$ cat src/design/npcm_pkg.sv
// npcm_pkg: shared types and constants for the nearest palette color matcher
// no dependencies; used by every module of the block by scoped names

package npcm_pkg;

    localparam int PALETTE_ENTRIES = 256;
    localparam int IDX_W           = $clog2(PALETTE_ENTRIES);
    localparam int CHAN_W          = 8;
    localparam int SQ_W            = 2 * CHAN_W;
    localparam int DIST_W          = SQ_W + 2;
    localparam int ENTRY_IN_W      = 8;
    localparam int QDEPTH          = 2;
    localparam int QPTR_W          = $clog2(QDEPTH);

    // input kind codes
    localparam logic [1:0] KIND_WRITE = 2'd0;
    localparam logic [1:0] KIND_MATCH = 2'd1;
    localparam logic [1:0] KIND_DIM   = 2'd2;

    typedef enum logic [1:0] {
        OP_WRITE,
        OP_MATCH,
        OP_DIM
    } t_op;

    typedef enum logic [1:0] {
        ST_IDLE,
        ST_SCAN,
        ST_DRAIN
    } t_back_state;

    typedef struct packed {
        t_op               op;
        logic [IDX_W-1:0]  idx;
        logic [CHAN_W-1:0] red;
        logic [CHAN_W-1:0] green;
        logic [CHAN_W-1:0] blue;
    } t_cmd;

    typedef struct packed {
        logic full;
        logic empty;
    } t_q_stat;

endpackage

$ cat src/design/npcm_front.sv
// npcm_front: accepts input items, classifies them and registers one command
// depends on npcm_pkg; feeds the command queue

module npcm_front (
    input  logic                          i_clk,
    input  logic                          i_rst_n,
    input  logic                          i_in_valid,
    output logic                          o_in_ready,
    input  logic [1:0]                    i_kind,
    input  logic [npcm_pkg::ENTRY_IN_W-1:0] i_entry_index,
    input  logic [npcm_pkg::CHAN_W-1:0]   i_red,
    input  logic [npcm_pkg::CHAN_W-1:0]   i_green,
    input  logic [npcm_pkg::CHAN_W-1:0]   i_blue,
    output logic                          o_cmd_valid,
    output npcm_pkg::t_cmd                o_cmd,
    input  logic                          i_cmd_ready
);

    logic           r_vld;
    npcm_pkg::t_cmd r_cmd;
    logic           w_keep;
    npcm_pkg::t_op  w_op;
    logic           w_in_range;

    assign o_in_ready  = !r_vld || i_cmd_ready;
    assign o_cmd_valid = r_vld;
    assign o_cmd       = r_cmd;

    assign w_in_range = {1'b0, i_entry_index} < (npcm_pkg::ENTRY_IN_W + 1)'(npcm_pkg::PALETTE_ENTRIES);

    // unused kind and out-of-range writes are dropped here
    always_comb begin
        w_keep = 1'b0;
        w_op   = npcm_pkg::OP_MATCH;
        unique case (i_kind)
            npcm_pkg::KIND_WRITE: begin
                w_keep = w_in_range;
                w_op   = npcm_pkg::OP_WRITE;
            end
            npcm_pkg::KIND_MATCH: begin
                w_keep = 1'b1;
                w_op   = npcm_pkg::OP_MATCH;
            end
            npcm_pkg::KIND_DIM: begin
                w_keep = 1'b1;
                w_op   = npcm_pkg::OP_DIM;
            end
            default: begin
                w_keep = 1'b0;
                w_op   = npcm_pkg::OP_MATCH;
            end
        endcase
    end

    always_ff @(posedge i_clk) begin
        if (!i_rst_n) begin
            r_vld <= 1'b0;
        end else if (o_in_ready) begin
            r_vld <= i_in_valid && w_keep;
        end
    end

    always_ff @(posedge i_clk) begin
        if (o_in_ready && i_in_valid) begin
            r_cmd.op    <= w_op;
            r_cmd.idx   <= i_entry_index[npcm_pkg::IDX_W-1:0];
            r_cmd.red   <= i_red;
            r_cmd.green <= i_green;
            r_cmd.blue  <= i_blue;
        end
    end

endmodule

$ cat config.mk
export PLATFORM = sky130hd
export DESIGN_NAME = npcm_front
export DESIGN_NICKNAME = d
export VERILOG_FILES = /design/src/design/npcm_pkg.sv /design/src/design/npcm_front.sv
export SDC_FILE = /design/constraint.sdc
export NUM_CORES = 1
export LEC_CHECK = 0
export BUFFER_PORTS_ARGS = -buffer_cell sky130_fd_sc_hd__buf_2
export CAP_MARGIN = 25
export CORE_ASPECT_RATIO = 1.75
export CORE_MARGIN = 4
export CORE_UTILIZATION = 45
export CTS_BUF_LIST = sky130_fd_sc_hd__clkbuf_4
export CTS_CLUSTER_DIAMETER = 80
export DETAILED_ROUTE_END_ITERATION = 6
export GPL_TIMING_DRIVEN = 0
export HOLD_SLACK_MARGIN = 0.12
export PLACE_DENSITY = 0.83
export SYNTH_ARGS = -nofsm -noshare
export SYNTH_HDL_FRONTEND = slang
export SYNTH_SLANG_ARGS = --single-unit
$ cat constraint.sdc
create_clock -name i_clk -period 3.6 [get_ports i_clk]
set_input_delay 0.72 -clock i_clk [delete_from_list [all_inputs] [get_ports i_clk]]
set_output_delay 0.72 -clock i_clk [all_outputs]
set_load 0.005 [all_outputs]
-- Word-level counts from Yosys, hierarchy flattened
Index checks and enable logic that the tools add are counted.
- register bits: 35
- output and inout port bits: 36
- eq/ne operators: 2
- mux-type cells: 2
- reduce and logical (&&, ||, !) cells: 6
- operator list (operator ; count):
    case mux 2 bit (2 select lines) ; 1
    OR reduction 3 bit ; 1
    == test 2 x 1 -> 1 bit (second input constant) ; 1
    == test 2 bit (second input constant) ; 1
    logical AND 1 bit ; 2
    zero test 2 bit ; 1
    zero test 1 bit ; 1
    logical OR 1 bit ; 1
    two-way mux 1 bit ; 1

-- Logic depth before layout (Yosys ltp)
- word-level depth: 4
- mapped depth: 2
- mapped depth without buffers: 2

-- Worst setup path after synthesis
No wires, ideal clock.
- kind: input port to flip-flop
- start point: input port i_cmd_ready
- end point: register r_cmd (netlist bit o_cmd[0]) (enable)
- arrival: 1.739 ns
- data required time: 3.206 ns
- path slack: 1.466 ns
- stages: 2
- buffers on the path: 0
- cell sequence: nand2b_1 -> and2_1
- cells in the longest elaborated chain, start to end: 2
- ends and longest elaborated chain (item ; line ; source):
    from (decl) ; npcm_front.sv:16 ; input logic i_cmd_ready
    logical OR 1 bit ; npcm_front.sv:25 ; assign o_in_ready = !r_vld || i_cmd_ready;
    logical AND 1 bit ; npcm_front.sv:64 ; if (o_in_ready && i_in_valid) begin
    to (decl) ; npcm_front.sv:20 ; npcm_pkg::t_cmd r_cmd;
No other way between the ends.
A chain may end at the register's enable or synchronous reset.

-- Worst setup path in the final report
- start point: input port i_cmd_ready
- end point: output port o_in_ready
- cells in the longest elaborated chain, start to end: 1
- ends and longest elaborated chain (item ; line ; source):
    logical OR 1 bit ; npcm_front.sv:25 ;
    to (decl) ; npcm_front.sv:8 ; output logic o_in_ready,
No other way between the ends.

==> results_dict.tcl <==
set metrics [dict create \
    syn_area_mm2 0.00108 \
    slew_headroom 0.491 \
    drtIter0Drc 16 \
    ctsRootBufferMaster "clkbuf_4" \
    cts_made_buffers 5 \
    maxCapViolations 0 \
    synth-edff-count 34 \
    hp-class "flip-flop to flip-flop" \
    synth_cells 41 \
    clk_pin_slew_ns 0.09 \
    io_pins 74 \
    grt_overflow 0 \
    fin_crit_ns 1.85 \
    wirelength_um 2200 \
    dpl_cell_area_mm2 0.00150 \
    htreeDepth 2 \
    dpl.hpwl_um 1810 \
    hold_violations 0 \
    num_vias 670 \
    die_h_um 73.0 \
    cellLeakagePower_uw 0.000687 \
    post-synth-top-count-cell "edfxtp_1" \
    totalPowerFinal_uw 746 \
    postCtsHoldBufs 0 \
    holdWs_ns 0.541 \
    start_util 0.471 \
    viasPerCell 4.53 \
    yosys_warnings 0 \
    ctsResizeCount 0 \
    end_kind "output pin" \
    grt_first_pass_wirelength_um 2900 \
    ir_drop_v 0.000408 \
    min_period_over_period 0.515 \
    async_flop_share 0 \
    cts_setup_buffers 0 \
    syn_nets 79 \
    fillers 174 \
    clock.fmax_mhz 540 \
    gp_congestion 0.658 \
    fin_util 0.675 \
    status "complete, no violations" \
    cp-start-kind "input pin" \
    drive_above_1_share 0.675 \
    final_nets 160 \
    synthFlopType "edfxtp_1" \
    grt_pass1_vias 667 \
    rsz0062_at_grt "no" \
    clock_latency_ns 0.33 \
    cts_tree "done" \
    worst_pin_slew_ns 0.764 \
    cts.sinks 35 \
    port_buffers 73 \
    path_class "input pin to output pin" \
    dieArea_mm2 0.00329 \
    yosysUniqueCellTypes 8 \
    clockBufferDepth 2 \
    grt_max_degree 19 \
    finalSetupViolCount 0 \
    drt_first_pass_iters 4 \
    tns_ns 0 \
    grt_usage 0.139 \
    slew_viol_final 0 \
    crit_path_max_fanout 3 \
    areaGrowthSynthToFinish_pct 43.3 \
    pwr_density_cell_mw_per_mm2 480 \
    ys_ff_latch 35 \
    cp.required_ns 2.88 \
    synthTopCellsByArea "edfxtp_1 94%, dfxtp_1 1.8%, a21boi_2 1.0%" \
    antenna_found_initial 0 \
    die_w_um 45.1 \
    ant_nets 0 \
    yosysTopAreaCell "edfxtp_1" \
    core_mm2 0.00230 \
    drt-wirelength-per-cell_um 14.9 \
    netlist.area_leader.share 0.941 \
    n_antenna_cell 0 \
    cp.arrival_ns 1.13 \
    drc_errors 0 \
    fin_skew_ns 0.0114 \
    final_cell_area_mm2 0.00155 \
    seq_area_frac_synth 0.960 \
    synth_area_per_cell_um2 26.5 \
    rows 23 \
]
[metal layers]
metal / vias up / global-route usage / wire length (um) / share of wire
met2: 37 / 0.259 / 1340 / 0.61
met3: 4 / 0.0914 / 280 / 0.13
met1: 308 / 0.0805 / 541 / 0.25
met4: 0 / 0.0879 / 39 / 0.018
met5: - / 0 / 0 / 0
li1: 321 / - / - / -
[layout make-up]
class / instances / area [um^2] / area share
well taps: 25 / 31.3 / 0.0201
flip-flops and latches: 35 / 1040 / 0.670
clock inverters: 1 / 5.00 / 0.00322
repair buffers: 74 / 380 / 0.245
clock buffers: 7 / 52.6 / 0.0338
plain buffers: 1 / 3.75 / 0.00242
multi-input cells: 5 / 40.0 / 0.0258
[cells in the final DEF, fill, tap and decap left out]
cell / instances
a21boi_2: 1
buf_8: 1
a21bo_1: 1
clkbuf_4: 7
and2_1: 1
dfxtp_1: 1
clkbuf_1: 1
clkinv_2: 1
nand2b_1: 1
edfxtp_1: 34
buf_2: 73
nor2b_1: 1
[power breakdown]
part | switching (uW) | internal, uW
Clock | 113 | 91.1
Sequential | 5.33 | 475
Combinational | 28.2 | 32.8
[critical path, stage by stage]
cell	delay, ns
buf_2	0.10
nand2b_1	0.17
buf_2	0.14
[cell families (layout without fill, tap and decap cells)]
group,Yosys count,count (layout),share of synthesized area
AND/OR/NAND/NOR,3,3,0.0173
buffers and inverters,1,83,0.00346
flip-flops,35,35,0.960
AO/OA/AOI/OAI,2,2,0.0196
[state kept, by name, indices dropped and copies added (netlist names)]
| name | cells |
|---|---|
| o_cmd | 34 |
| o_cmd_valid | 1 |
[stage by stage]
| step | setup slack (ns) | cells |
|---|---|---|
| final | 1.75 | 148 |
| after CTS | 1.74 | 148 |
| after global placement | 1.21 | 139 |
| after detailed placement | 1.42 | 140 |
| after floorplan | 1.47 | 41 |
| after global routing | 1.71 | 148 |
[worst paths after layout]
kind | from | endpoint | slack (ns) | cells after the start
max | i_cmd_ready | o_in_ready | 1.75 | 3
min | o_cmd_valid | o_cmd_valid | 0.54 | 2
max reg2reg | o_cmd_valid | o_cmd[10] | 1.97 | 3
min reg2reg | o_cmd_valid | o_cmd_valid | 0.54 | 2
Note: power is estimated with default switching activity, not from simulation.
