==> src/design/npcm_pkg.sv <==
// npcm_pkg: shared types and constants for the nearest palette color matcher
// no dependencies; used by every module of the block by scoped names

package npcm_pkg;

    localparam int PALETTE_ENTRIES = 256;
    localparam int IDX_W           = $clog2(PALETTE_ENTRIES);
    localparam int CHAN_W          = 8;
    localparam int SQ_W            = 2 * CHAN_W;
    localparam int DIST_W          = SQ_W + 2;
    localparam int ENTRY_IN_W      = 8;
    localparam int QDEPTH          = 2;
    localparam int QPTR_W          = $clog2(QDEPTH);

    // input kind codes
    localparam logic [1:0] KIND_WRITE = 2'd0;
    localparam logic [1:0] KIND_MATCH = 2'd1;
    localparam logic [1:0] KIND_DIM   = 2'd2;

    typedef enum logic [1:0] {
        OP_WRITE,
        OP_MATCH,
        OP_DIM
    } t_op;

    typedef enum logic [1:0] {
        ST_IDLE,
        ST_SCAN,
        ST_DRAIN
    } t_back_state;

    typedef struct packed {
        t_op               op;
        logic [IDX_W-1:0]  idx;
        logic [CHAN_W-1:0] red;
        logic [CHAN_W-1:0] green;
        logic [CHAN_W-1:0] blue;
    } t_cmd;

    typedef struct packed {
        logic full;
        logic empty;
    } t_q_stat;

endpackage

==> src/design/npcm_queue.sv <==
// npcm_queue: short command queue between front and back
// depends on npcm_pkg

module npcm_queue (
    input  logic              i_clk,
    input  logic              i_rst_n,
    input  logic              i_push,
    input  npcm_pkg::t_cmd    i_cmd,
    input  logic              i_pop,
    output npcm_pkg::t_cmd    o_cmd,
    output npcm_pkg::t_q_stat o_stat
);

    npcm_pkg::t_cmd            r_mem [npcm_pkg::QDEPTH];
    logic [npcm_pkg::QPTR_W-1:0] r_wp;
    logic [npcm_pkg::QPTR_W-1:0] r_rp;
    logic [npcm_pkg::QPTR_W:0]   r_count;

    assign o_stat.full  = r_count == (npcm_pkg::QPTR_W + 1)'(npcm_pkg::QDEPTH);
    assign o_stat.empty = r_count == '0;
    assign o_cmd        = r_mem[r_rp];

    always_ff @(posedge i_clk) begin
        if (!i_rst_n) begin
            r_wp    <= '0;
            r_rp    <= '0;
            r_count <= '0;
        end else begin
            if (i_push) begin
                r_wp <= r_wp + 1'b1;
            end
            if (i_pop) begin
                r_rp <= r_rp + 1'b1;
            end
            if (i_push && !i_pop) begin
                r_count <= r_count + 1'b1;
            end else if (i_pop && !i_push) begin
                r_count <= r_count - 1'b1;
            end
        end
    end

    always_ff @(posedge i_clk) begin
        if (i_push) begin
            r_mem[r_wp] <= i_cmd;
        end
    end

endmodule

==> config.mk <==
export PLATFORM = sky130hd
export DESIGN_NAME = npcm_queue
export DESIGN_NICKNAME = d
export VERILOG_FILES = /design/src/design/npcm_pkg.sv /design/src/design/npcm_queue.sv
export SDC_FILE = /design/constraint.sdc
export NUM_CORES = 1
export LEC_CHECK = 0
export ABC_CLOCK_PERIOD_IN_PS = 3330
export BUFFER_PORTS_ARGS = -buffer_cell sky130_fd_sc_hd__buf_4
export CAP_MARGIN = 20
export CELL_PAD_IN_SITES_DETAIL_PLACEMENT = 1
export CELL_PAD_IN_SITES_GLOBAL_PLACEMENT = 2
export CORE_AREA = 2 2 102 79
export CTS_CLUSTER_DIAMETER = 150
export DETAILED_ROUTE_END_ITERATION = 16
export DIE_AREA = 0 0 104 81
export PLACE_DENSITY = 0.74
export SLEW_MARGIN = 0
export SYNTH_ARGS = -nofsm -noshare
export SYNTH_HDL_FRONTEND = slang
export SYNTH_SLANG_ARGS = --single-unit
==> constraint.sdc <==
create_clock -name i_clk -period 3.33 [get_ports i_clk]
set_clock_uncertainty 0.15 [all_clocks]
set_input_delay 0.666 -clock i_clk [delete_from_list [all_inputs] [get_ports i_clk]]
set_output_delay 0.666 -clock i_clk [all_outputs]
set_load 0.01 [all_outputs]
After elaboration in Yosys (flattened, before gate mapping)
Memory sizes are Yosys's and may differ from the RTL's. A register that Yosys moved wholly into a read port is not among the register bits.
Cells that the tools add are included.
- memory bits (read-only): 0
- bits in latches: 0
- output and inout bits: 36
- memory bits (writable): 68
- input bits: 38
- memories: 1
- logic and storage cells: 21
- flip-flop bits (word level): 4
- reductions and logical operators: 6
- shift operators: 0
- equality and inequality tests: 1
- order comparisons: 0
- multiplexer cells: 6
- add/sub/neg operators: 4
- multipliers: 0
- bitwise gates (word level): 0
- divide/modulo/power cells: 0
- memory list (name ; words ; width ; read ports ; clocked after Yosys merged registers in ; write ports ; line ; text):
    r_mem ; 2 ; 34 ; 1 ; 1 ; 1 ; npcm_queue.sv:14 ; npcm_pkg::t_cmd r_mem [npcm_pkg::QDEPTH];
- operators with widths (kind ; number):
    two-way mux 1 bit ; 4
    two-way mux 2 bit ; 2
    adder 1 bit, second input constant ; 2
    adder 2 x 1 -> 2 bit, second input constant ; 1
    equality test 2 bit, second input constant ; 1
    logical AND 1 bit ; 2
    logical NOT 1 bit ; 2
    logical NOT 2 bit ; 1
    nonzero test 2 bit ; 1
    subtractor 2 x 1 -> 2 bit, second input constant ; 1

Depth between registers and ports, before layout
Gate-level depths: netlist of run 1.
- depth after elaboration: 4
- gate-level depth with buffers: 5
- depth with buffers taken out: 5

Least setup slack after synthesis of run 1
No wires, ideal clock.
- path type: input to register
- start point: in i_push
- end point: mem r_mem[0][0] (netlist name) (enable)
- setup time: 0.430 ns
- cell stages on the path: 1
- path slack: 0.520 ns
- required time: 2.750 ns
- arrival time: 2.230 ns
- buffers on the path: 0
- cell sequence: nor2b_1
- longest elaborated chain between the ends: 2
- RTL lines (item ; line ; text):
    from (decl) ; npcm_queue.sv:7 ; input logic i_push,
    two-way mux 1 bit ; npcm_queue.sv:44 ; if (i_push) begin
    two-way mux 1 bit (not written as such) ; npcm_queue.sv:45 ; r_mem[r_wp] <= i_cmd;
    to (decl) ; npcm_queue.sv:14 ;
Every way passes these cells.

==> flow_summary.toml, run 1 <==
[placed_design]
place_hpwl_um = 3300
gp_congestion = 0.689
portBuffers = 73
place_inst = 304

[sta]
fmax_mhz = 390
fin_crit_ps = 2560
whs_ps = 358
setup_violations = 0
rsz0062_at_grt = "no"
maxSlewViolCount = 0
tightestPinTransition_ps = 853
tns_ps = 0
hold_violations = 0
post-route-period-util_pct = 76.9
relSlewSlack_pct = 43.1

[pwr]
irDropWorstVdd_v = 0.000228
powerDensity_nw_per_um2 = 559
leakagePower_uw = 0.00133
power_switching_uw = 441
p_seq_share_pct = 54.3
power_frac_clock_pct = 33.0
switching_share_pct = 22.3
power_uw = 1980
internal_power_uw = 1530
pwr-share-comb_pct = 12.6

[worst_setup_path]
critPathTopFamily = "buffers and inverters"
arrival_ps = 1750
cp-start-kind = "flop"
cp_slowest_stage_delay_ps = 450
crit_path_max_fanout = 29
endpoint_kind = "primary output"
cp_cell_sequence = "buf_4 > mux2_2 > buf_4"
cp.buffers_inverters = 2
worstSetupPathType = "flop to primary output"
required_ps = 2510
critPathMostFrequentCell = "buf_4"
cp_slowest_cell = "dfxtp_1"

[clock_tree]
htree_levels = 3
cts_tree = "yes"
path_clk_slew_ps = 80
ctsResizeCount = 0
cts-root-buf = "clkbuf_8"
hold_buffers = 0
cts_buffer_depth = 2
clock_latency_ps = 330
cts_buffers = 9
postCtsSetupBuffers = 0
cts_sinks = 73

[cells_and_area]
area_growth_pct = 32.2
nets = 249
antennaDiodeCount = 0
layout-drive-gt1-share_pct = 59.1
layout.cells.non_filler = 320

[floorplan]
start_util_pct = 35.3
die_w_um = 104
die_area_um2 = 8420
rows = 28
coreArea_um2 = 7570
io_pins = 74
fp.dieH_um = 81

[yosys]
synth_top_area_cell = "edfxtp_1"
synth_area_um2 = 2670
syn_nets = 167
synth_edf_count = 68
syn_inst = 128
ys_seq_elements = 73
synthTopCellsByArea = "edfxtp_1 (76%), mux2_2 (14%), dfxtp_1 (3.7%)"
ys_types = 17
yosysWarningCount = 0
async_reset_ff_share_pct = 0
synth-seq-area-share_pct = 80.2
synth_top_cell_area_share_pct = 76.4
yosys-top-cells-count = "edfxtp_1 (68), mux2_2 (34), dfxtp_1 (5)"
yosysMostFrequentCell = "edfxtp_1"
synth-main-ff-cell = "edfxtp_1"
synth.avg_cell_area_um2 = 20.9

[route]
vias_per_cell = 4.48
dr.pass1.iters = 4
via_count = 1433
drt-total-wl_um = 4940
drc_errors = 0
drtIter0Drc = 34
postRouteAntennaNets = 0
wl_per_cell_um = 15.4

[status]
status = "finished clean"

[grt]
grt_pass1_wl_um = 7520
grt_max_degree = 35
antenna_found_initial = 0
track_usage_pct = 12.3
first_global_vias = 1462
overflow = 0

[min_path]
worstHoldPathType = "input pin to flop"

[flow_run]
max-cap-violations = 0
[power by group through the flow]
stage                     clock, uW  combinational, uW  sequential [uW]
after floorplan                   0                127             1090
after global placement            0                252             1090
after detailed placement          0                255             1090
after CTS                       671                256             1070
after global routing            709                270             1080
final                           653                249             1070
[cells by family (layout without fill, tap and decap cells)]
group,count (synthesis),in the layout,synth area share (%)
and+or+nand+nor,9,9,2.11
AOI/OAI and AO/OA,3,3,0.749
buffers and inverters,5,92,1.17
DFF,73,73,80.2
xor gates and xnor gates,3,3,0.984
adders and majority gates,1,1,0.468
muxes,34,34,14.3
[per-layer routing]
metal,part of all wire [%],global-route usage (%),wire length [um]
met1,45,15.8,2240
met2,45,17.8,2230
met5,0,0,0
met4,0.85,5.27,42
met3,8.7,6.10,432
[through the flow]
step | util [%] | cell area (um^2) | setup WS [ps]
finish | 46.7 | 3530 | 768
global placement | 44.2 | 3350 | 1100
detailed placement | 44.2 | 3350 | 1090
floorplan | - | 2670 | 520
CTS | 46.7 | 3530 | 710
global route | 46.7 | 3530 | 652
[sequential cells by signal (all words and copies together) (netlist names), named ones only]
name,count
r_wp,1
r_rp,1
r_count,2
r_mem,68
[worst paths after layout]
kind	startpoint	cells past startpoint	end	slack, ps
worst max-delay path	flop	3	o_cmd[17]	770
worst min-delay path	i_cmd[29]	1	r_mem[0][29]	360
worst max register to register	r_wp	1	r_mem[1][28]	1690
worst min register to register	r_count[1]	2	r_count[1]	360
[cells in the final DEF (no fill, tap or decap)]
cell | synthesis | routed
and2_2 | 0 | 1
o21a_1 | 1 | 1
xnor2_1 | 1 | 1
bufinv_16 | 0 | 1
inv_1 | 1 | 1
clkinv_1 | 0 | 1
nor2b_4 | 0 | 1
mux2_2 | 34 | 34
edfxtp_1 | 68 | 68
and2_1 | 4 | 3
and2b_2 | 1 | 1
ha_1 | 1 | 1
buf_4 | 3 | 75
o21ai_0 | 1 | 1
or3_1 | 1 | 1
clkinvlp_4 | 0 | 1
nor2_1 | 1 | 1
a21boi_1 | 1 | 1
xor2_1 | 2 | 2
clkinv_2 | 0 | 4
nor2b_1 | 2 | 1
dfxtp_1 | 5 | 5
clkbuf_8 | 0 | 9
[layout make-up]
type | count | area, um^2
clock inverter | 7 | 61.3
multi-input combinational | 50 | 507
tap | 105 | 131
sequential | 73 | 2140
inverter | 1 | 3.75
timing repair buffer | 75 | 563
fill | 778 | 4040
clock buffer | 9 | 124
Power figures use the tool's default switching activity.
==> run 2, diff against run 1 <==
--- a/config.mk
+++ b/config.mk
@@ -5,7 +5,7 @@
 export SDC_FILE = /design/constraint.sdc
 export NUM_CORES = 1
 export LEC_CHECK = 0
-export ABC_CLOCK_PERIOD_IN_PS = 3330
+export ABC_CLOCK_PERIOD_IN_PS = 2400
 export BUFFER_PORTS_ARGS = -buffer_cell sky130_fd_sc_hd__buf_4
 export CAP_MARGIN = 20
 export CELL_PAD_IN_SITES_DETAIL_PLACEMENT = 1
==> constraint.sdc (replaced) <==
create_clock -name i_clk -period 2.4 [get_ports i_clk]
set_clock_uncertainty 0.15 [all_clocks]
set_input_delay 0.48 -clock i_clk [delete_from_list [all_inputs] [get_ports i_clk]]
set_output_delay 0.48 -clock i_clk [all_outputs]
set_load 0.01 [all_outputs]
==> run 2 against run 1 <==
  * Clock power grew 59%
  * Worst hold slack lost 190 ps
  * Non-clock buffer count grew 2
  * Cell count grew 0.63%
  * Combinational power grew 42%
  * Utilization grew 0.63 points
  * Largest cell class unchanged
  * Critical path depth is the same
  * Register-to-register slack lost 750 ps
  * Critical path type unchanged
==> flow_summary.toml, run 2 (same netlist as run 1, synthesis figures left out) <==
[status]
status = "finished clean"

[route]
vias_per_cell = 4.34
drt-total-wl_um = 5040
wl_per_cell_um = 15.6
postRouteAntennaNets = 0
drc_errors = 0
via_count = 1399
drtIter0Drc = 47
dr.pass1.iters = 4

[cells_and_area]
antennaDiodeCount = 0
nets = 251
final_cell_mix = "buf_4 (77), edfxtp_1 (68), mux2_2 (34)"
mostFrequentLayoutCell = "buf_4"
largest_reg_flops = 68
layout-drive-gt1-share_pct = 59.4
regMostFlops = "r_mem"
finalCoreUtilization_pct = 47.3
top_regs = "r_mem (68), r_count (2)"
area_growth_pct = 34.0

[clock_tree]
cts_sinks = 73
postCtsSetupBuffers = 0
cts_buffers = 9
path_clk_slew_ps = 80
cts_tree = "yes"
hold_buffers = 0
ctsResizeCount = 0
clock_latency_ps = 330
cts-root-buf = "clkbuf_8"
htree_levels = 3
cts_buffer_depth = 2

[sta]
setup_violations = 0
hold_violations = 0
maxSlewViolCount = 0
fmax_mhz = 457
whs_ps = 169
post-route-period-util_pct = 91.1
tightestPinTransition_ps = 485
relSlewSlack_pct = 67.7
fin_crit_ps = 2190
rsz0062_at_grt = "no"
tns_ps = 0

[floorplan]
fp.dieH_um = 81
die_area_um2 = 8420
coreArea_um2 = 7570
io_pins = 74
die_w_um = 104
start_util_pct = 35.3
rows = 28

[worst_setup_path]
cp-start-kind = "flop"
crit_path_max_fanout = 26
critPathMostFrequentCell = "buf_4"
endpoint_kind = "primary output"
critPathTopFamily = "buffers and inverters"
worstSetupPathType = "flop to primary output"
cp.buffers_inverters = 2
cp_cell_sequence = "buf_4 > mux2_2 > buf_4"
required_ps = 1770
arrival_ps = 1560
cp_slowest_stage_delay_ps = 400
cp_slowest_cell = "mux2_2"

[pwr]
irDropWorstVdd_v = 0.000434
leakagePower_uw = 0.00135
powerDensity_nw_per_um2 = 804
power_uw = 2880

[grt]
grt_pass1_wl_um = 7960
overflow = 0
first_global_vias = 1492
antenna_found_initial = 0
track_usage_pct = 13.0
grt_max_degree = 36

[min_path]
worstHoldPathType = "input pin to flop"

[flow_run]
max-cap-violations = 0

[placed_design]
portBuffers = 73
gp_congestion = 0.672
place_hpwl_um = 3390
run 2: final timing paths:
check / from / endpoint / slack (ps) / cells past startpoint
worst min register to register: r_count[1] / r_count[1] / 360 / 2
worst min-delay path: i_cmd[1] / r_mem[0][1] / 170 / 1
worst max-delay path: flop / o_cmd[10] / 210 / 3
worst max register to register: r_wp / r_mem[1][17] / 940 / 2
run 2: layout make-up:
class / instances / area (um^2)
clock buffers: 9 / 124
clock inverters: 7 / 95.1
fillers: 778 / 3990
inverters: 1 / 3.75
multi-input cells: 50 / 505
flip-flops and latches: 73 / 2140
well taps: 105 / 131
repair buffers: 77 / 578
run 2: report_power, final:
group / leakage (uW) / switching [uW] / internal (uW)
registers: 0.000680 / 19.9 / 1470
logic: 0.000561 / 156 / 196
clock network: 0.000109 / 454 / 585
run 2: stage by stage:
step / cell area, um^2 / instances / worst slack (ps)
2_1_floorplan: 2670 / 128 / 420
3_3_place_gp: 3360 / 306 / 561
3_5_place_dp: 3360 / 306 / 558
4_1_cts: 3580 / 322 / 174
5_1_grt: 3580 / 322 / 127
6_report: 3580 / 322 / 213
run 2: routing by layer:
metal,up-vias,track usage (%),part of all wire [%]
li1,660,-,-
met1,683,16.3,44
met2,49,19.7,47
met3,7,6.02,7.1
met4,0,5.27,1.5
met5,-,0,0
==> run 3, diff against run 2 <==
--- a/config.mk
+++ b/config.mk
@@ -5,16 +5,19 @@
 export SDC_FILE = /design/constraint.sdc
 export NUM_CORES = 1
 export LEC_CHECK = 0
+export ABC_AREA = 1
 export ABC_CLOCK_PERIOD_IN_PS = 2400
 export BUFFER_PORTS_ARGS = -buffer_cell sky130_fd_sc_hd__buf_4
 export CAP_MARGIN = 20
 export CELL_PAD_IN_SITES_DETAIL_PLACEMENT = 1
 export CELL_PAD_IN_SITES_GLOBAL_PLACEMENT = 2
 export CORE_AREA = 2 2 102 79
+export CTS_BUF_LIST = sky130_fd_sc_hd__clkbuf_4 sky130_fd_sc_hd__clkbuf_8
 export CTS_CLUSTER_DIAMETER = 150
+export CTS_CLUSTER_SIZE = 20
 export DETAILED_ROUTE_END_ITERATION = 16
 export DIE_AREA = 0 0 104 81
-export PLACE_DENSITY = 0.74
+export PLACE_DENSITY = 0.77
 export SLEW_MARGIN = 0
 export SYNTH_ARGS = -nofsm -noshare
 export SYNTH_HDL_FRONTEND = slang
==> run 3 against run 2 <==
  * Cell area is 3.4% higher
  * Global-route usage is 0.43 points lower
  * Count of clock-buffer cells in the layout stayed put
  * Critical path type unchanged
==> flow_summary.toml, run 3 <==
[yosys]
synth_top_area_cell = "edfxtp_1"
ys_types = 14
ys_seq_elements = 73
synthTopCellsByArea = "edfxtp_1 (72%), mux2_4 (16%), dfxtp_1 (3.5%)"
synth-main-ff-cell = "edfxtp_1"
syn_nets = 180
synth_top_cell_area_share_pct = 72.0
async_reset_ff_share_pct = 0
synth_area_um2 = 2840
syn_inst = 141
yosysMostFrequentCell = "edfxtp_1"
yosysWarningCount = 0
synth.avg_cell_area_um2 = 20.1
synth-seq-area-share_pct = 75.5
synth_edf_count = 68
yosys-top-cells-count = "edfxtp_1 (68), mux2_4 (30), nor2_1 (9)"

[route]
via_count = 1467
postRouteAntennaNets = 0
drc_errors = 0
drt-total-wl_um = 5000
drtIter0Drc = 54
wl_per_cell_um = 14.9
vias_per_cell = 4.37
dr.pass1.iters = 4

[cells_and_area]
antennaDiodeCount = 0
layout-drive-gt1-share_pct = 55.4
final_cell_mix = "buf_4 (76), edfxtp_1 (68), mux2_4 (30)"
final_area_um2 = 3700
largest_reg_flops = 68
nets = 265
top_regs = "r_mem (68), r_count (2)"
area_growth_pct = 30.5
mostFrequentLayoutCell = "buf_4"
regMostFlops = "r_mem"

[worst_setup_path]
rr_startpoint = "r_wp"
cp_slowest_stage_delay_ps = 570
crit_path_max_fanout = 18
worstSetupPathType = "flop to primary output"
cp_slowest_cell = "dfxtp_2"
r2r_slack_ps = 970
cp-start-kind = "flop"
r2r-end = "r_mem[0][19]"
arrival_ps = 1620
required_ps = 1770
cp_cell_sequence = "buf_12 > mux2_4 > buf_4"
endpoint_kind = "primary output"
rr_worst_depth = 2

[sta]
relSlewSlack_pct = 70.1
hold_violations = 0
worst_slack_ps = 152
maxSlewViolCount = 0
post-route-period-util_pct = 93.7
whs_ps = 179
tns_ps = 0
fmax_mhz = 445
setup_violations = 0
tightestPinTransition_ps = 448
rsz0062_at_grt = "no"
fin_crit_ps = 2250

[clock_tree]
cts_buffer_depth = 2
cts-root-buf = "clkbuf_8"
ctsResizeCount = 0
cts_buffers = 9
postCtsSetupBuffers = 0
hold_buffers = 0
htree_levels = 3
cts_tree = "yes"
clock_latency_ps = 330
cts_sinks = 73
path_clk_slew_ps = 70

[grt]
grt_max_degree = 23
overflow = 0
antenna_found_initial = 0
grt_pass1_wl_um = 7790
track_usage_pct = 12.6
first_global_vias = 1515

[pwr]
irDropWorstVdd_v = 0.000328
leakagePower_uw = 0.00150
powerDensity_nw_per_um2 = 740

[floorplan]
io_pins = 74
fp.dieH_um = 81
die_w_um = 104
coreArea_um2 = 7570
die_area_um2 = 8420
start_util_pct = 37.5
rows = 28

[min_path]
hold_path_depth = 1
hp-start = "i_cmd[12]"
worstHoldPathType = "input pin to flop"
whs_endpoint = "r_mem[1][12]"

[placed_design]
pre_cts_ws_ps = 485
dpl-instance-area_um2 = 3520
portBuffers = 73
place_hpwl_um = 3570
gp_congestion = 0.668

[status]
status = "finished clean"

[flow_run]
max-cap-violations = 0
-- run 3: worst max-delay path by stage --
stage | start | endpoint | cells after the start
global placement | flop | o_cmd[16] | 3
floorplan | i_push | r_mem[0][0] | 2
detailed placement | flop | o_cmd[16] | 3
finish | flop | o_cmd[16] | 3
CTS | flop | o_cmd[16] | 3
global route | flop | o_cmd[32] | 3
-- run 3: per-layer routing --
| layer | share of wire (%) | vias to the layer above | track usage (%) |
|---|---|---|---|
| met5 | 0 | - | 0 |
| met4 | 0.94 | 0 | 4.05 |
| met3 | 7.0 | 6 | 6.10 |
| met2 | 49 | 50 | 19.8 |
| met1 | 43 | 714 | 15.3 |
| li1 | - | 697 | - |
-- run 3: final cells by class --
| class | count | area (um^2) |
|---|---|---|
| clock inverter | 7 | 61.3 |
| multi-input combinational | 56 | 601 |
| clock buffer | 9 | 124 |
| tap | 105 | 131 |
| timing repair buffer | 78 | 611 |
| fill | 775 | 3870 |
| inverter | 8 | 30.0 |
| sequential | 73 | 2140 |
-- run 3: kinds of logic after synthesis --
kind of cell	after synthesis	share of synthesized area, %
mux	34	17.5
buf+inv	12	3.57
compound gates	2	0.353
flops	73	75.5
simple gates	19	2.65
fa+ha+maj	1	0.441
-- run 3: worst max-delay path, delay by kind of cell, from the launching register on --
kind / cells / cell delay (ps)
multiplexers: 1 / 320
flip-flops: 1 / 570
buffers and inverters: 2 / 380
-- run 3: report_power, final --
part	total, uW	switching [uW]	internal, uW
sequential	1500	27.9	1470
clock	892	423	469
combinational	350	146	204
total	2740	597	2140
-- run 3: through the flow --
stage | total power [uW] | util (%) | cells
final | 2740 | 48.9 | 336
after floorplan | 1710 | - | 141
after global placement | 1870 | 46.5 | 320
after CTS | 2790 | 48.9 | 336
after detailed placement | 1880 | 46.5 | 320
after global routing | 2860 | 48.9 | 336
